## config.mk

```make
export PLATFORM = sky130hd
export DESIGN_NAME = bbg_desc_fifo
export DESIGN_NICKNAME = d
export VERILOG_FILES = /design/src/hw/rtl/bbg_pkg.sv /design/src/hw/rtl/bbg_desc_fifo.sv
export SDC_FILE = /design/constraint.sdc
export NUM_CORES = 1
export LEC_CHECK = 0
export ABC_AREA = 1
export BUFFER_PORTS_ARGS = -buffer_cell sky130_fd_sc_hd__buf_2
export CAP_MARGIN = 20
export CELL_PAD_IN_SITES_DETAIL_PLACEMENT = 0
export CELL_PAD_IN_SITES_GLOBAL_PLACEMENT = 1
export CORE_ASPECT_RATIO = 0.9
export CORE_UTILIZATION = 40
export CTS_BUF_LIST = sky130_fd_sc_hd__clkbuf_8
export CTS_CLUSTER_SIZE = 14
export DETAILED_ROUTE_END_ITERATION = 16
export PLACE_DENSITY_LB_ADDON = 0.1
export SYNTH_ARGS = -nofsm -noshare
export SYNTH_HDL_FRONTEND = slang
export SYNTH_SLANG_ARGS = --single-unit
```

## constraint.sdc

```tcl
create_clock -name clk -period 1.8 [get_ports clk]
set_input_delay 0.27 -clock clk [delete_from_list [all_inputs] [get_ports clk]]
set_output_delay 0.27 -clock clk [all_outputs]
set_load 0.02 [all_outputs]
```

## src/hw/rtl/bbg_pkg.sv

```systemverilog
// Shared types and constants for the 3x3 grayscale box filter.
// No dependencies; every other file of the block imports this package.
`timescale 1ns / 1ps

package bbg_pkg;

  localparam int PIX_W      = 8;
  localparam int ROW_W      = 12;
  localparam int COL_W      = 10;
  localparam int WID_W      = 11;
  localparam int HGT_W      = 13;
  localparam int SUM_W      = 12;
  localparam int MAX_WIDTH  = 1024;
  localparam int MAX_HEIGHT = 4096;
  localparam int MIN_DIM    = 3;

  // floor(s / 9) == (s * RECIP_9) >> RECIP_SHIFT for every s up to 9 * 255
  localparam int RECIP_9     = 7282;
  localparam int RECIP_W     = 13;
  localparam int RECIP_SHIFT = 16;
  localparam int PROD_W      = SUM_W + RECIP_W;

  localparam int MQ_DEPTH = 4;
  localparam int MQ_AW    = 2;
  localparam int OQ_DEPTH = 4;
  localparam int OQ_AW    = 2;

  // configuration register indexes
  localparam logic REG_IMAGE_WIDTH  = 1'b0;
  localparam logic REG_IMAGE_HEIGHT = 1'b1;

  // what a pixel causes
  localparam logic [2:0] KIND_NONE  = 3'd0;  // nothing emitted
  localparam logic [2:0] KIND_SELF  = 3'd1;  // top row: pixel itself
  localparam logic [2:0] KIND_LEFT  = 3'd2;  // left column of the row above
  localparam logic [2:0] KIND_RIGHT = 3'd3;  // right column of the row above
  localparam logic [2:0] KIND_BLUR  = 3'd4;  // blurred pixel of the row above

  typedef struct packed {
    logic [WID_W-1:0] width;
    logic [HGT_W-1:0] height;
    logic [COL_W-1:0] width_m1;
  } cfg_t;

  typedef struct packed {
    logic [PIX_W-1:0] pix;
    logic [ROW_W-1:0] row;
    logic [COL_W-1:0] col;
    logic [2:0]       kind;
    logic             last_row;
  } desc_t;

  typedef struct packed {
    logic             two;
    logic [ROW_W-1:0] row0;
    logic [COL_W-1:0] col0;
    logic [PIX_W-1:0] pix0;
    logic [ROW_W-1:0] row1;
    logic [COL_W-1:0] col1;
    logic [PIX_W-1:0] pix1;
  } rec_t;

endpackage

```

## src/hw/rtl/bbg_desc_fifo.sv

```systemverilog
// Short queue of classified pixels between the front end and the filter back end.
// Depends on bbg_pkg.
`timescale 1ns / 1ps

module bbg_desc_fifo
  import bbg_pkg::*;
(
  input  logic  clk,
  input  logic  rst,
  input  logic  wr,
  input  desc_t wdata,
  output logic  full,
  input  logic  rd,
  output desc_t head,
  output logic  empty
);

  desc_t            mem [MQ_DEPTH];
  logic [MQ_AW-1:0] wptr;
  logic [MQ_AW-1:0] rptr;
  logic [MQ_AW:0]   count;

  assign full  = (count == (MQ_AW+1)'(MQ_DEPTH));
  assign empty = (count == '0);
  assign head  = mem[rptr];

  always_ff @(posedge clk) begin
    if (wr) begin
      mem[wptr] <= wdata;
    end
  end

  always_ff @(posedge clk) begin
    if (rst) begin
      wptr  <= '0;
      rptr  <= '0;
      count <= '0;
    end else begin
      if (wr) begin
        wptr <= wptr + MQ_AW'(1);
      end
      if (rd) begin
        rptr <= rptr + MQ_AW'(1);
      end
      count <= count + (MQ_AW+1)'(wr) - (MQ_AW+1)'(rd);
    end
  end

`ifndef ASSERT_OFF
  a_mq_bound: assert property (@(posedge clk) disable iff (rst)
    count <= (MQ_AW+1)'(MQ_DEPTH))
    else $error("descriptor queue count out of range");
`endif

endmodule

```

# Word-level counts from Yosys, hierarchy flattened
# Memories as Yosys holds them, arrays and structs flattened. A register that Yosys moved wholly into a read port is not among the register bits.
# Cells that the tools add are included.
# word_totals
mem_bits_rw	136
register_bits	7
mem_count	1
word_cells	14
# mem_list
memory	depth	width	read_ports	rd_clocked_by_memory_dff	wr	line	text
mem	4	34	1	1	1	bbg_desc_fifo.sv:18	desc_t mem [MQ_DEPTH];
# classes
addsub	4
reduce_logical	1
n_mux	4
n_eq_ne	1
# op_table
operator	n
2-bit by 1-bit adder with 2-bit output (second input constant)	2
2-bit 2-to-1 mux	2
3-bit by 1-bit adder with 3-bit output	1
3-bit equality test (second input constant)	1
3-bit logical NOT	1
3-bit by 1-bit subtractor with 3-bit output	1
1-bit 2-to-1 mux	2

# Logic depth before layout (Yosys ltp)
# depth
depth_word	3
ltp_mapped	9

# Least setup slack after synthesis
# No wires, ideal clock.
# synth_path
kind	register to register
startpoint	reg wptr[0]
endpoint	mem mem[2][0] in the netlist's numbering, enable pin
stages_incl_launch_ff	5
t_arrival_ps	1260
path_buffers	0
setup_ps	389
required_ps	1411
slack_ps	151
period_less_slack_ps	1649
cell_sequence	dfxtp_1 inv_1 ha_1 nand2_1 inv_1
# synth_rtl
element	line	text
from (decl)	bbg_desc_fifo.sv:19	logic [MQ_AW-1:0] wptr;
from (signal assigned)	bbg_desc_fifo.sv:40	wptr <= wptr + MQ_AW'(1);
to (decl)	bbg_desc_fifo.sv:18	
# Straight into the memory's write port.

==> metrics.csv <==
metric;value;unit
start_util;0.415;
hold_viol;0;
outcome;finished with violations;
synth.distinct_cells;18;
grt_max_degree;49;
antenna_found_initial;1;
whs_path_depth;1;
ys_warn_count;0;
cts_tree;done;
powerDensity;1000;nW/um2
max_freq;0.546;GHz
grt_pass1_vias;3323;
netlist_area;5920;um2
post-synth-top-count-cell;edfxtp_1;
hpwlAfterDp;6160;um
timing.final.crit_share;1.02;
tns;-0.202;ns
max_slew_margin;0.813;
grt_pass1_wl;17200;um
layout.nets;602;
rows;41;
hold-worst-slack;0.0407;ns
die_h;117;um
yosysSeqAreaShare;0.720;
ys_top_cells_by_area;edfxtp_1 (69%), o211ai_2 (5.5%), inv_1 (5.4%);
violations;setup timing;
clockBufferDepth;2;
endpoint_kind;primary output;
fin_crit;1.83;ns
drive_above_1_share;0.354;
avgSynthCellArea;13.0;um2
instances_no_fill;763;
num_io_pins;74;
wirelength;12700;um
reg2reg_slack;0.20;ns
p_leak;3.05;nW
avgRoutedWirePerCell;16.6;um
crit_arrival;1.56;ns
place_area;6580;um2
drv_cap;0;
worstSetupPathType;register to primary output;
num_vias;3591;
start_kind;register;
cts_made_buffers;17;
syn-num-nets;499;
r2r_end;count[2];
die_w;130;um
holdCritPathClass;primary input to register;
gp_congestion;0.696;
synth_seq_cells;145;
skew;0.0102;ns
worstHoldStart;wdata[26];
async_reset_ff_frac;0;
synth_ff_type;edfxtp_1;
drtAntennaViolNets;0;
htreeDepth;4;
track_usage;0.154;
n_antenna_cell;0;
routed_via_density;4.71;
crit-reg2reg-launch;count[0];
cp_max_fo;11;
fin_area;7730;um2
cts_root_buffer;clkbuf_8;
holdPathEnd;mem[1][26];
yosys.area.top_type_share;0.689;
drtIter0Drc;158;
cp.required;1.53;ns
dr.pass1.iters;4;
insertion_delay;0.44;ns
finalWorstSetupSlack;-0.0312;ns
core;14300;um2
clk_pin_slew;0.08;ns
worstMarginPinSlew;0.281;ns
floorplan.die_area;15300;um2
rsz0062_at_grt;true;
synth-edff-count;136;
slew_viol_final;0;
reg2reg_depth;9;
cts.sink_count;145;
vdd_drop_max;0.000637;V
place_inst;709;
portBuffers;73;
grt-ovfl-total;0;
netlist.top_cell.by_area;edfxtp_1;
setup-violations-final;16;
area_delta_synth_final;30.5;%
place_ws;0.175;ns
synth_commonest_cells;edfxtp_1 (136), inv_1 (85), nand2_1 (76);
drc;0;
syn_inst;454;
-- worst max-delay path: stages (launching register included) --
cell and delay, ns:
dfxtp_4 0.37, buf_12 0.16, clkbuf_16 0.18, o211ai_2 0.16, nand2_1 0.08, buf_4 0.16
-- kinds of logic after synthesis --
group                      share of synthesized area
and+or+nand+nor                               0.0524
buffers and inverters                         0.0809
AOI/OAI and AO/OA                              0.131
DFF                                            0.720
adders and majority gates                     0.0161
-- worst max-delay path by stage --
stage | startpoint | to | slack, ns | cells past startpoint
2_1_floorplan | wptr[0] | mem[2][0] | 0.15 | 4
3_3_place_gp | rd | count[2] | 0.20 | 9
3_5_place_dp | rd | count[2] | 0.17 | 9
4_1_cts | register | head[23] | -0.07 | 5
5_1_grt | register | head[0] | -0.13 | 5
6_report | register | head[4] | -0.03 | 5
-- registers in the layout (all words and copies together), names as in the netlist, named ones only --
| signal | count |
|---|---|
| count | 3 |
| wptr | 2 |
| rptr | 2 |
| mem | 136 |
-- through the flow --
| step | utilization | total power [mW] |
|---|---|---|
| detailed placement | 0.461 | 4.88 |
| global placement | 0.461 | 4.86 |
| CTS | 0.496 | 7.50 |
| global route | 0.542 | 8.11 |
| finish | 0.542 | 7.77 |
| floorplan | - | 4.55 |
-- cells in the final DEF, fill, tap and decap left out, types with 3 or more instances in the layout --
cell         n
o211ai_1     8
dfxtp_1      7
a21oi_2     25
o21ai_1     30
inv_1       83
buf_4       12
nand2_1     73
o21ai_2      3
bufinv_16    3
a21oi_4      3
clkbuf_16    7
nor2_1       4
ha_1         6
buf_2       39
buf_12      11
o211ai_2    26
buf_16       3
clkbuf_8    19
buf_6       33
edfxtp_1   136
inv_2        4
a21oi_1     12
clkinv_2     5
o21ai_0      5
-- area by class of cell --
class | instances | area [um2]
multi-input cells | 201 | 1330
fillers | 1250 | 6530
flip-flops and latches | 145 | 4270
clock buffers | 19 | 262
well taps | 193 | 241
inverters | 85 | 319
repair buffers | 107 | 1160
clock inverters | 13 | 146
-- where the power goes --
group          switching, mW  total, mW  internal (mW)
registers             0.0526       3.90           3.85
clock network           1.18       2.60           1.42
logic                  0.712       1.27          0.557
total                   1.94       7.77           5.83
-- layer usage --
| metal | track usage | vias to the layer above | wire (um) |
|---|---|---|---|
| li1 | - | 1769 | - |
| met1 | 0.193 | 1734 | 5380 |
| met2 | 0.241 | 74 | 6490 |
| met3 | 0.0573 | 12 | 689 |
| met4 | 0.0545 | 2 | 110 |
| met5 | 0 | - | 11 |
-- what timing repair did --
item,4_1_cts,5_1_grt
endpoints found under the setup margin,34,34
gates cloned,1,14
pin swaps,1,29
endpoints found under the hold margin,2,0
hold buffers,1,0
resized for setup,6,132
buffers inserted,3,3
Power figures use the tool's default switching activity.
