==> config.mk <==
export PLATFORM = sky130hd
export DESIGN_NAME = bbg_result_fifo
export DESIGN_NICKNAME = d
export VERILOG_FILES = /design/src/hw/rtl/bbg_pkg.sv /design/src/hw/rtl/bbg_result_fifo.sv
export SDC_FILE = /design/constraint.sdc
export NUM_CORES = 1
export LEC_CHECK = 0
export ABC_CLOCK_PERIOD_IN_PS = 2900
export BUFFER_PORTS_ARGS = -buffer_cell sky130_fd_sc_hd__buf_2
export CAP_MARGIN = 10
export CORE_AREA = 2 2 144 146
export CTS_CLUSTER_DIAMETER = 100
export DETAILED_ROUTE_END_ITERATION = 16
export DIE_AREA = 0 0 146 148
export GPL_TIMING_DRIVEN = 0
export PLACE_DENSITY = 0.76
export SLEW_MARGIN = 20
export SYNTH_ARGS = -nofsm -noshare
export SYNTH_HDL_FRONTEND = slang
export SYNTH_SLANG_ARGS = --single-unit
==> constraint.sdc <==
create_clock -name clk -period 2.9 [get_ports clk]
set_input_delay 0.29 -clock clk [delete_from_list [all_inputs] [get_ports clk]]
set_output_delay 0.29 -clock clk [all_outputs]
set_load 0.01 [all_outputs]
==> src/hw/rtl/bbg_pkg.sv <==
// Shared types and constants for the 3x3 grayscale box filter.
// No dependencies; every other file of the block imports this package.
`timescale 1ns / 1ps

package bbg_pkg;

  localparam int PIX_W      = 8;
  localparam int ROW_W      = 12;
  localparam int COL_W      = 10;
  localparam int WID_W      = 11;
  localparam int HGT_W      = 13;
  localparam int SUM_W      = 12;
  localparam int MAX_WIDTH  = 1024;
  localparam int MAX_HEIGHT = 4096;
  localparam int MIN_DIM    = 3;

  // floor(s / 9) == (s * RECIP_9) >> RECIP_SHIFT for every s up to 9 * 255
  localparam int RECIP_9     = 7282;
  localparam int RECIP_W     = 13;
  localparam int RECIP_SHIFT = 16;
  localparam int PROD_W      = SUM_W + RECIP_W;

  localparam int MQ_DEPTH = 4;
  localparam int MQ_AW    = 2;
  localparam int OQ_DEPTH = 4;
  localparam int OQ_AW    = 2;

  // configuration register indexes
  localparam logic REG_IMAGE_WIDTH  = 1'b0;
  localparam logic REG_IMAGE_HEIGHT = 1'b1;

  // what a pixel causes
  localparam logic [2:0] KIND_NONE  = 3'd0;  // nothing emitted
  localparam logic [2:0] KIND_SELF  = 3'd1;  // top row: pixel itself
  localparam logic [2:0] KIND_LEFT  = 3'd2;  // left column of the row above
  localparam logic [2:0] KIND_RIGHT = 3'd3;  // right column of the row above
  localparam logic [2:0] KIND_BLUR  = 3'd4;  // blurred pixel of the row above

  typedef struct packed {
    logic [WID_W-1:0] width;
    logic [HGT_W-1:0] height;
    logic [COL_W-1:0] width_m1;
  } cfg_t;

  typedef struct packed {
    logic [PIX_W-1:0] pix;
    logic [ROW_W-1:0] row;
    logic [COL_W-1:0] col;
    logic [2:0]       kind;
    logic             last_row;
  } desc_t;

  typedef struct packed {
    logic             two;
    logic [ROW_W-1:0] row0;
    logic [COL_W-1:0] col0;
    logic [PIX_W-1:0] pix0;
    logic [ROW_W-1:0] row1;
    logic [COL_W-1:0] col1;
    logic [PIX_W-1:0] pix1;
  } rec_t;

endpackage

==> src/hw/rtl/bbg_result_fifo.sv <==
// Result queue: holds one or two results per pixel and hands them out one at a time.
// Depends on bbg_pkg.
`timescale 1ns / 1ps

module bbg_result_fifo
  import bbg_pkg::*;
(
  input  logic             clk,
  input  logic             rst,
  input  logic             push,
  input  rec_t             wdata,
  output logic [OQ_AW:0]   count,
  input  logic             pop,
  output logic             empty,
  output logic [ROW_W-1:0] out_row,
  output logic [COL_W-1:0] out_col,
  output logic [PIX_W-1:0] out_pixel,
  output logic             out_last
);

  rec_t             mem [OQ_DEPTH];
  logic [OQ_AW-1:0] wptr;
  logic [OQ_AW-1:0] rptr;
  logic             sub;
  rec_t             head;
  logic             take;
  logic             done_rec;

  assign head      = mem[rptr];
  assign empty     = (count == '0);
  assign take      = pop && !empty;
  assign done_rec  = take && (!head.two || sub);
  assign out_row   = sub ? head.row1 : head.row0;
  assign out_col   = sub ? head.col1 : head.col0;
  assign out_pixel = sub ? head.pix1 : head.pix0;
  assign out_last  = !head.two || sub;

  always_ff @(posedge clk) begin
    if (push) begin
      mem[wptr] <= wdata;
    end
  end

  always_ff @(posedge clk) begin
    if (rst) begin
      wptr  <= '0;
      rptr  <= '0;
      count <= '0;
      sub   <= 1'b0;
    end else begin
      if (push) begin
        wptr <= wptr + OQ_AW'(1);
      end
      if (done_rec) begin
        rptr <= rptr + OQ_AW'(1);
        sub  <= 1'b0;
      end else if (take) begin
        sub <= 1'b1;
      end
      count <= count + (OQ_AW+1)'(push) - (OQ_AW+1)'(done_rec);
    end
  end

`ifndef ASSERT_OFF
  a_no_overflow: assert property (@(posedge clk) disable iff (rst)
    push |-> (count != (OQ_AW+1)'(OQ_DEPTH)))
    else $error("result queue overflow");
  a_second_valid: assert property (@(posedge clk) disable iff (rst)
    sub |-> (!empty && head.two))
    else $error("second result selected on a single-result entry");
`endif

endmodule

== After elaboration in Yosys (flattened, before gate mapping) ==
Memory sizes are Yosys's and may differ from the RTL's. A register that Yosys moved wholly into a read port is not among the register bits.
Cells that the tools add are included.
Storage, ports and cells
  register bits after elaboration: 8
  RAM bits: 244
  input port bits: 65
  output and inout bits: 35
  word-level logic and storage cells: 23
  memories: 1
Cells by class
  $add $sub $neg: 4
  mux-type cells: 7
  reduce and logical (&&, ||, !) cells: 7
Memory list
  mem: depth 4, width 61, read ports 1, clocked after memory_dff 1, write ports 1, RTL line bbg_result_fifo.sv:21  | rec_t mem [OQ_DEPTH];
Operators by type and width (number)
  2-to-1 mux 12 bit: 1
  2-to-1 mux 10 bit: 1
  2-to-1 mux 8 bit: 1
  adder 2 x 1 -> 2 bit (second input constant): 2
  2-to-1 mux 2 bit: 2
  adder 3 x 1 -> 3 bit: 1
  logical NOT 3 bit: 1
  subtractor 3 x 1 -> 3 bit: 1
  logical AND 1 bit: 2
  logical NOT 1 bit: 2
  2-to-1 mux 1 bit: 2
  OR reduction 2 bit: 1
  logical OR 1 bit: 1

== Longest topological paths before layout ==
  depth after elaboration: 6
  mapped depth: 11
  depth with buffers taken out: 10

== Worst setup path after synthesis ==
Ideal clock, no wire load.
  path kind: reg2reg
  from: reg wptr[0]
  to: mem mem[2][0] (netlist bit), enable pin
  setup time: 0.425 ns
  arrival: 1.981 ns
  required time: 2.475 ns
  setup slack: 0.494 ns
  stages on the path, launching flop included: 4
  path buffers: 0
  clock period less this slack: 2.406 ns
  cell sequence: dfxtp_1 inv_1 ha_1 and2_1
RTL lines
  start, declared: RTL line bbg_result_fifo.sv:22  | logic [OQ_AW-1:0] wptr;
  start signal, assigned: RTL line bbg_result_fifo.sv:52  | wptr <= wptr + OQ_AW'(1);
  end, declared: RTL line bbg_result_fifo.sv:21
No word-level cell before the write port.

==> out/summary.txt <==
outcome -> finished clean
setup TNS -> 0 ns
clk slew on worst S/H paths -> 0.06 ns
Mapped Cells -> 410
first-pass GRT wire length -> 28,500 um
CTS sink count -> 254
RSZ-0062 raised after global routing -> no
FFs w/ async S/R, synth -> 0
crit end category -> flop
GRT Total Usage -> 0.172
Lkg Pwr -> 0.00423 uW
CTS Hold Buffers Added -> 60
post-CTS setup buffers -> 0
CP required -> 3.33 ns
CP arrival -> 3.04 ns
initial core utilization -> 0.495
row cnt -> 52
I/O Pins -> 100
initial antenna violation count -> 0
vias in the first global route -> 5,126
CP Max Fanout -> 9
DRT Pass-1 Iters -> 4
Final min period -> 2.61 ns
Slew HR -> 0.468
number of antenna diodes -> 0
CP max stage delay -> 0.39 ns
CP max stage cell -> a221oi_2
Crit path max-delay family -> adder cells
final slew viol count -> 0
clock skew -> 0.00502 ns
critical path launch point type -> flop
Final Setup Violations -> 0
Stages on worst setup path -> 11
WP buf/inv -> 3
Post-Place Cells -> 782
Routed Antenna Nets -> 0
Yosys top cell by area -> edfxtp_1
dpl cell area -> 0.0108 mm2
WHS -> 0.0288 ns
EDFF count, synth -> 244
Hold WC Path Type -> in -> reg
Clock Power Share -> 0.345
Synth cell types -> 29
Logic pwr share -> 0.196
DRT iter0 DRCs -> 234
Fillers -> 1,453
Final HPWL DP -> 11,200 um
top-count cell post-synth -> edfxtp_1
Die Y -> 148 um
Max rail drop VDD -> 0.466 mV
P_sw -> 2180 uW
crit path kind -> reg -> reg
pin count of the biggest net entering global routing -> 33
routed wire length -> 18,400 um
latest clock arrival within the worst-skew pair -> 0.51 ns
Core Footprint -> 0.0200 mm2
Die Span X -> 146 um
H-tree Lvls -> 1
Routability Congestion -> 0.690
syn nets -> 482
post-route cell area -> 0.0123 mm2
IO buf count -> 98
yosys warns -> 0
Worst Reg-to-Reg Cells -> 11
Die Area -> 0.0216 mm2
Main synth FF type -> edfxtp_1
Avg Cell Area, Syn -> 24.2 um2
Post-synth top cells -> edfxtp_1 (244), mux4_1 (36), mux2_2 (30), mux4_2 (25), dfxtp_1 (10)
top cell type's share of synthesized area -> 0.738
Longest Clk Path Bufs -> 3
Synth area leaders -> edfxtp_1 (74%), mux4_1 (9.5%), mux4_2 (5.7%), mux2_2 (3.4%), dfxtp_1 (2.0%)
CTS tree -> built
share of layout cells above drive strength 1 -> 0.343
sequential share of power -> 0.459
final core occ -> 0.613
clock root buffer master -> clkbuf_16
drt via density -> 5.35
sequential fraction of the synthesis area -> 0.758
DR vias -> 4,752
Fin. Hold Viols -> 0
crit-path cells -> buf_6 -> mux2_4 -> a221oi_2 -> ha_1 -> inv_1 -> ha_1 -> inv_1 -> fa_1 -> xor2_1 -> and2_1 -> nor3_1
Slew @ Worst Pin -> 0.799 ns
Power Internal -> 7170 uW
Wirelength per Cell -> 20.7 um
CTS Buf Count -> 26
grt ovf -> 0
Seq cells post-synth -> 254
sw frac -> 0.233
post-cts resize count -> 0
Layout Area Growth over Synthesis -> 23.7%
Max Cap Viol -> 0
Final Non-Filler Cells -> 888
DRC errors left -> 0
FMAX -> 383 MHz
cell area after synthesis -> 0.00993 mm2
nets -> 672
hold path cells -> 1
pwr dens -> 762 mW/mm2
Tcrit/Tclk final -> 0.901
[metrics by stage]
stage,setup slack [ns],power [uW]
finish,0.286,9350
global route,0.141,9710
CTS,0.290,9440
detailed placement,0.314,6170
global placement,-0.602,6110
floorplan,0.494,5600
[state kept, by name, summed over array words and instances, names as in the netlist, named ones only]
signal  flops
count       3
sub         1
mem       244
rptr        2
wptr        2
[routing by layer]
layer  routed length, um  global-route usage  vias up
met3                 693              0.0262       22
met5                   0                   0        -
li1                    -                   -     2146
met1                7860               0.230     2466
met2                9520               0.299      118
met4                 285              0.0485        0
[cell type report]
| type | count | area (um2) | area share |
|---|---|---|---|
| multi-input cells | 132 | 2200 | 0.179 |
| clock buffers | 33 | 698 | 0.0568 |
| repair buffers | 162 | 1170 | 0.0954 |
| clock inverters | 13 | 136 | 0.0111 |
| well taps | 270 | 338 | 0.0275 |
| inverters | 5 | 18.8 | 0.00153 |
| flip-flops and latches | 254 | 7530 | 0.613 |
| plain buffers | 19 | 191 | 0.0156 |
[cell usage in the layout, fill, tap and decap left out, types with 4 or more instances in the layout]
master / count
clkbuf_1: 11
nor2_1: 7
dlygate4sd3_1: 60
clkinv_1: 6
and2_4: 4
ha_1: 6
dfxtp_1: 10
edfxtp_1: 244
buf_2: 104
buf_12: 10
mux2_2: 30
mux4_2: 25
inv_1: 5
clkbuf_16: 27
nor2b_1: 4
mux4_1: 36
[power by group through the flow]
stage                     clock network [uW]  registers [uW]  logic (uW)
after global placement                     0            4370        1730
after global routing                    3420            4310        1970
final                                   3220            4300        1830
after detailed placement                   0            4370        1800
after floorplan                            0            4370        1230
after CTS                               3280            4300        1870
[path summary, 6_finish.rpt]
check               end  slack (ns)       from
max            count[2]        0.29       flop
min          mem[0][10]        0.03  wdata[10]
max reg2reg    count[2]        0.29       flop
min reg2reg     wptr[1]        0.56    wptr[1]
[kinds of logic after synthesis]
group	count (synthesis)	synth area share
buffers and inverters	24	0.0212
DFF	254	0.758
and+or+nand+nor	20	0.0106
adders and majority gates	7	0.00958
AOI/OAI and AO/OA	6	0.00529
muxes	97	0.193
xor gates and xnor gates	2	0.00176
No activity file was read; power rests on OpenSTA's default activity.
