--- config.mk ---
export PLATFORM = sky130hd
export DESIGN_NAME = bbg_front
export DESIGN_NICKNAME = d
export VERILOG_FILES = /design/src/hw/rtl/bbg_pkg.sv /design/src/hw/rtl/bbg_front.sv
export SDC_FILE = /design/constraint.sdc
export NUM_CORES = 1
export LEC_CHECK = 0
export ABC_AREA = 1
export BUFFER_PORTS_ARGS = -buffer_cell sky130_fd_sc_hd__buf_2
export CAP_MARGIN = 20
export CELL_PAD_IN_SITES_DETAIL_PLACEMENT = 2
export CELL_PAD_IN_SITES_GLOBAL_PLACEMENT = 2
export CORE_MARGIN = 2
export CORE_UTILIZATION = 28
export DETAILED_ROUTE_END_ITERATION = 12
export PLACE_DENSITY = 0.78
export RECOVER_POWER = 100
export SYNTH_ARGS = -nofsm -noshare
export SYNTH_HDL_FRONTEND = slang
export SYNTH_SLANG_ARGS = --single-unit
--- constraint.sdc ---
create_clock -name clk -period 3.5 [get_ports clk]
set_input_delay 0.35 -clock clk [delete_from_list [all_inputs] [get_ports clk]]
set_output_delay 0.35 -clock clk [all_outputs]
set_load 0.01 [all_outputs]
--- src/hw/rtl/bbg_pkg.sv ---
// Shared types and constants for the 3x3 grayscale box filter.
// No dependencies; every other file of the block imports this package.
`timescale 1ns / 1ps

package bbg_pkg;

  localparam int PIX_W      = 8;
  localparam int ROW_W      = 12;
  localparam int COL_W      = 10;
  localparam int WID_W      = 11;
  localparam int HGT_W      = 13;
  localparam int SUM_W      = 12;
  localparam int MAX_WIDTH  = 1024;
  localparam int MAX_HEIGHT = 4096;
  localparam int MIN_DIM    = 3;

  // floor(s / 9) == (s * RECIP_9) >> RECIP_SHIFT for every s up to 9 * 255
  localparam int RECIP_9     = 7282;
  localparam int RECIP_W     = 13;
  localparam int RECIP_SHIFT = 16;
  localparam int PROD_W      = SUM_W + RECIP_W;

  localparam int MQ_DEPTH = 4;
  localparam int MQ_AW    = 2;
  localparam int OQ_DEPTH = 4;
  localparam int OQ_AW    = 2;

  // configuration register indexes
  localparam logic REG_IMAGE_WIDTH  = 1'b0;
  localparam logic REG_IMAGE_HEIGHT = 1'b1;

  // what a pixel causes
  localparam logic [2:0] KIND_NONE  = 3'd0;  // nothing emitted
  localparam logic [2:0] KIND_SELF  = 3'd1;  // top row: pixel itself
  localparam logic [2:0] KIND_LEFT  = 3'd2;  // left column of the row above
  localparam logic [2:0] KIND_RIGHT = 3'd3;  // right column of the row above
  localparam logic [2:0] KIND_BLUR  = 3'd4;  // blurred pixel of the row above

  typedef struct packed {
    logic [WID_W-1:0] width;
    logic [HGT_W-1:0] height;
    logic [COL_W-1:0] width_m1;
  } cfg_t;

  typedef struct packed {
    logic [PIX_W-1:0] pix;
    logic [ROW_W-1:0] row;
    logic [COL_W-1:0] col;
    logic [2:0]       kind;
    logic             last_row;
  } desc_t;

  typedef struct packed {
    logic             two;
    logic [ROW_W-1:0] row0;
    logic [COL_W-1:0] col0;
    logic [PIX_W-1:0] pix0;
    logic [ROW_W-1:0] row1;
    logic [COL_W-1:0] col1;
    logic [PIX_W-1:0] pix1;
  } rec_t;

endpackage

--- src/hw/rtl/bbg_front.sv ---
// Front end: frame position counters and classification of each pixel.
// Depends on bbg_pkg.
`timescale 1ns / 1ps

module bbg_front
  import bbg_pkg::*;
(
  input  logic             clk,
  input  logic             rst,
  input  logic             accept,
  input  logic [PIX_W-1:0] pixel_in,
  input  logic             frame_start,
  input  cfg_t             cfg,
  output desc_t            desc
);

  logic [ROW_W-1:0] row_count;
  logic [COL_W-1:0] col_count;
  logic [ROW_W-1:0] row_count_next;
  logic [COL_W-1:0] col_count_next;
  logic [ROW_W-1:0] r_cur;
  logic [COL_W-1:0] c_cur;
  logic [WID_W-1:0] col_inc;
  logic [HGT_W-1:0] row_inc;
  logic             in_frame;

  always_comb begin
    r_cur    = frame_start ? '0 : row_count;
    c_cur    = frame_start ? '0 : col_count;
    col_inc  = {1'b0, c_cur} + WID_W'(1);
    row_inc  = {1'b0, r_cur} + HGT_W'(1);
    in_frame = ({1'b0, r_cur} < cfg.height) && ({1'b0, c_cur} < cfg.width);

    if (col_inc >= cfg.width) begin
      col_count_next = '0;
      row_count_next = (row_inc >= cfg.height) ? '0 : row_inc[ROW_W-1:0];
    end else begin
      col_count_next = col_inc[COL_W-1:0];
      row_count_next = r_cur;
    end

    desc.pix      = pixel_in;
    desc.row      = r_cur;
    desc.col      = c_cur;
    desc.last_row = in_frame && (r_cur >= ROW_W'(2)) &&
                    ({1'b0, r_cur} == (cfg.height - HGT_W'(1)));
    if (!in_frame || r_cur == ROW_W'(1)) begin
      desc.kind = KIND_NONE;
    end else if (r_cur == '0) begin
      desc.kind = KIND_SELF;
    end else if (c_cur == '0) begin
      desc.kind = KIND_LEFT;
    end else if (c_cur == COL_W'(1)) begin
      desc.kind = KIND_RIGHT;
    end else begin
      desc.kind = KIND_BLUR;
    end
  end

  always_ff @(posedge clk) begin
    if (rst) begin
      row_count <= '0;
      col_count <= '0;
    end else if (accept) begin
      row_count <= row_count_next;
      col_count <= col_count_next;
    end
  end

endmodule

Yosys cells after proc, flatten, opt, wreduce, memory -nomap -nowiden:

Cells that the tools add are included.

* register bits after elaboration: 22
* bits in latches: 0
* RAM bits: 0
* bits in read-only memories: 0
* input bits: 46
* output and inout bits: 34
* memories kept: 0

* add/sub/neg operators: 3
* multiply operators: 0
* div/mod/pow operators: 0
* magnitude comparators: 5
* equality and inequality tests: 3
* shift-type cells: 0
* muxes and demuxes: 9
* bitwise gates (word level): 0
* reductions and logical operators: 7

Operators by type and width (count)
* two-way mux 12 bit: 3
* two-way mux 10 bit: 2
* adder 12 x 1 -> 13 bit, second input constant: 1
* == test 12 x 13 -> 1 bit: 1
* greater-or-equal comparator 13 bit: 1
* less-than comparator 12 x 13 -> 1 bit: 1
* subtractor 13 x 1 -> 13 bit, second input constant: 1
* == test 12 x 1 -> 1 bit, second input constant: 1
* greater-or-equal comparator 12 x 2 -> 1 bit, second input constant: 1
* zero test 12 bit: 1
* two-way mux 3 bit: 4
* adder 10 x 1 -> 11 bit, second input constant: 1
* greater-or-equal comparator 11 bit: 1
* less-than comparator 10 x 11 -> 1 bit: 1
* == test 10 x 1 -> 1 bit, second input constant: 1
* zero test 10 bit: 1
* logical AND 1 bit: 3
* zero test 1 bit: 1
* logical OR 1 bit: 1

Logic depth before layout (Yosys ltp):

* depth in word-level cells: 6
* depth in mapped cells: 21

Worst setup path after synthesis:

No wires, ideal clock.

* kind: input to register
* start: input port frame_start
* end: register row_count[1]
* library setup time: 71 ps
* arrival: 2930 ps
* data required time: 3429 ps
* slack: 499 ps
* stages: 14
* cell sequence: buf_6 -> nor2_1 -> ha_1 -> nand3_1 -> nor2_1 -> nor2_1 -> a21oi_1 -> ha_1 -> a21o_1 -> o21bai_1 -> nand3_1 -> o21ai_1 -> nand2_1 -> a21oi_1

RTL lines
* start: declaration: RTL line bbg_front.sv:12 `input logic frame_start,`
* end signal: assignment: RTL line bbg_front.sv:65 `row_count <= row_count_next;`
* end: declaration: RTL line bbg_front.sv:17 `logic [ROW_W-1:0] row_count;`

==> results.yml <==
power_and_ir_drop:
  p_int_uw: 492.8
  clkPwrFrac_pct: 37.5
  p_comb_share_pct: 25.7
  p_seq_share_pct: 36.8
  p_sw_uw: 204.8
  power.share.switching_pct: 29.36
  ir_drop_mv: 0.1459
  p_leak_uw: 0.002117
  cellPowerDensity_mw_per_mm2: 180.0
synth:
  synthesis.nets: 643
  async_flop_share_pct: 0
  yosysSeqAreaShare_pct: 13.32
  ys_types: 36
  synth_cells: 543
  ys.flop_type: "dfxtp_1"
  synth_warnings: 0
  syn-cell-area_mm2: 0.003307
  synth-seq-cells: 22
  synth_edf_count: 0
  avgSynthCellArea_um2: 6.090
sta:
  final-hold-violation-count: 0
  max_slew_margin_pct: 63.83
  rsz0062_at_grt: "no"
  worst_clock_skew_ns: 0.005571
  setup_viol: 0
  final_max_slew_viol_count: 0
  fin_crit_sh_pct: 90.17
  tightest_slew_ns: 0.5376
  fmax_mhz: 316.9
  setup_tns_ns: 0
  period_minus_slack_ns: 3.156
route:
  vias: 3683
  wl_per_cell_um: 15.72
  antenna_left: 0
  route.detailed.drc: 0
  drt-total-wl_mm: 11.82
  drtPass1Iterations: 4
  routed_via_density: 4.898
  drtIter0Drc: 99
global_route:
  grt_start_max_net_pins: 20
  grt_usage_pct: 19.02
  antenna_found_initial: 1
  grt_overflow: 0
  grt_pass1_vias: 4138
  grt_pass1_wl_mm: 19.78
layout:
  drive_gt1_share_pct: 14.31
  fin_area_mm2: 0.003875
  fin_nets: 709
  area_growth_pct: 17.18
worst_hold_path:
  min_from: "row_count[10]"
  hold_path.class: "reg -> reg"
setup_path:
  reg2reg_from: "row_count[2]"
  path_common_cell: "nand3_1"
  crit_chain: "buf_2 > inv_2 > clkbuf_1 > nand2_1 > inv_1 > ha_1 > nand3_1 > inv_1 > nand2_1 > nand3_1 > nor2_1 > nand3_1 > nor3_1 > clkbuf_1"
  path_max_fanout: 12
  worst-path-buf-inv: 6
  start_kind: "primary input"
  criticalPathCategory: "in -> out"
  setup.worst_path.start: "frame_start"
  arrival_ns: 2.81
  critical_path_required_ns: 3.15
  endpoint_kind: "output port"
  slowest_delay_ns: 0.28
  slowest_stage: "nor2_1"
  path_delay_family: "simple AND/OR/NAND/NOR gates"
cts:
  cts-root-buf: "clkbuf_16"
  cts_inserted_buffers: 3
  clkSinkCount: 22
  htree_levels: 1
  clock_path_buffers: 2
  path_clk_slew_ns: 0.06
  tritoncts: "built"
  clk_latency_ns: 0.25
floorplan:
  placementRows: 39
  initial_core_util_pct: 28.84
  die_h_um: 112.7
  fp.dieW_um: 112.7
  io_pins: 80
  die_area_mm2: 0.01270
  core_mm2: 0.01147
placed_design:
  portBuffers: 53
  placedInstanceArea_mm2: 0.003832
  gp_congestion: 0.8087
  dp_hpwl_mm: 10.39
outcome:
  status: "complete, no violations"
job:
  maxCapViolCount: 0
cell type report:
type / count / area, µm²
Multi-Input combinational cell: 421 / 2432
Inverter: 85 / 319.1
Antenna cell: 1 / 2.502
Fill cell: 1459 / 7592
Clock buffer: 4 / 88.84
Timing Repair Buffer: 76 / 412.9
Sequential cell: 22 / 440.4
Tap cell: 143 / 178.9
synthesized netlist by cell type (3+ instances only):
| master | number | area share [%] |
|---|---|---|
| a21oi_1 | 36 | 5.4 |
| nand3_1 | 34 | 5.1 |
| buf_4 | 8 | 1.8 |
| nor2_2 | 6 | 1.1 |
| dfxtp_1 | 22 | 13 |
| nand4_1 | 10 | 1.9 |
| o21ai_0 | 16 | 2.4 |
| nor3_1 | 6 | 0.91 |
| inv_1 | 79 | 9.0 |
| xor2_1 | 21 | 5.6 |
| inv_2 | 6 | 0.68 |
| nand2_1 | 141 | 16 |
| clkbuf_1 | 3 | 0.34 |
| nor2_1 | 64 | 7.3 |
| ha_1 | 54 | 20 |
| nand2_2 | 7 | 1.3 |
final timing paths:
path / endpoint / cells past startpoint / slack, ns
worst min-delay path: row_count[10] / 2 / 0.47
worst min register to register: row_count[10] / 2 / 0.47
worst max-delay path: desc[0] / 14 / 0.34
worst max register to register: row_count[3] / 19 / 0.39
worst reg2reg max path, cell delays in order, from the launching register on:
cell and delay [ns]:
dfxtp_1 0.36, inv_1 0.11, nor2_2 0.32, nand2_1 0.14, nor2_1 0.22, nand2_1 0.15
nor4_1 0.25, ha_1 0.30, nand2_1 0.09, inv_1 0.04, nand2_1 0.06, nand2_1 0.06
nor2_1 0.17, nand2_1 0.12, inv_1 0.07, nand3_1 0.07, buf_4 0.17, nor2_1 0.12
nand3_1 0.09, a21oi_1 0.13
power groups by stage:
stage	registers, µW	clock network [µW]	logic [µW]
after floorplan	262	0	121
after global placement	262	0	173
after detailed placement	262	0	185
after CTS	257	270	186
after global routing	257	278	207
final	257	262	179
logic make-up (layout without fill, tap and decap cells):
| kind of cell | count (synthesis) | after routing | share of synthesized area [%] |
|---|---|---|---|
| AND/OR/NAND/NOR | 282 | 282 | 37.27 |
| buffers and inverters | 100 | 165 | 12.79 |
| AO/OA/AOI/OAI | 64 | 64 | 10.63 |
| adder cells (fa/ha/maj) | 54 | 54 | 20.43 |
| flip-flops | 22 | 22 | 13.32 |
| XOR/XNOR | 21 | 21 | 5.562 |
| other | 0 | 1 | 0 |
state kept, by name, indices dropped and copies added (netlist names):
register / count
col_count: 10
row_count: 12
stage by stage:
stage	power (µW)	hold WS (ns)	utilization, %	instances	worst slack [ns]
5_1_grt	742.6	0.5035	33.77	751	0.01265
3_5_place_dp	447.4	0.4661	33.42	747	0.05835
3_3_place_gp	434.7	0.4532	33.42	747	0.2636
2_1_floorplan	382.6	0.4453	-	543	0.4991
6_report	697.6	0.4704	33.79	752	0.3440
4_1_cts	713.1	0.4751	34.20	751	0.2983
cells in the final DEF, fill, tap and decap left out, types with 10 or more instances in the layout:
cell,netlist,layout
a21oi_1,36,37
buf_2,2,44
buf_4,8,15
clkbuf_1,3,16
dfxtp_1,22,22
ha_1,54,54
inv_1,79,79
nand2_1,141,143
nand3_1,34,34
nand4_1,10,10
nor2_1,64,67
o21ai_0,16,16
xor2_1,21,21
layer usage:
layer / vias up / track usage [%] / part of all wire (%)
met4: 0 / 4.878 / 2.2
met5: - / 0 / 0
met2: 59 / 37.17 / 53
met1: 1753 / 22.11 / 42
li1: 1855 / - / -
met3: 16 / 1.404 / 2.7
timing repair:
item                                    in CTS  in global routing
hold buffers                                 0                  0
gates resized for setup                      0                  1
setup buffers                                0                  0
endpoints found under the setup margin       0                  7
Note: power is estimated with default switching activity, not from simulation.
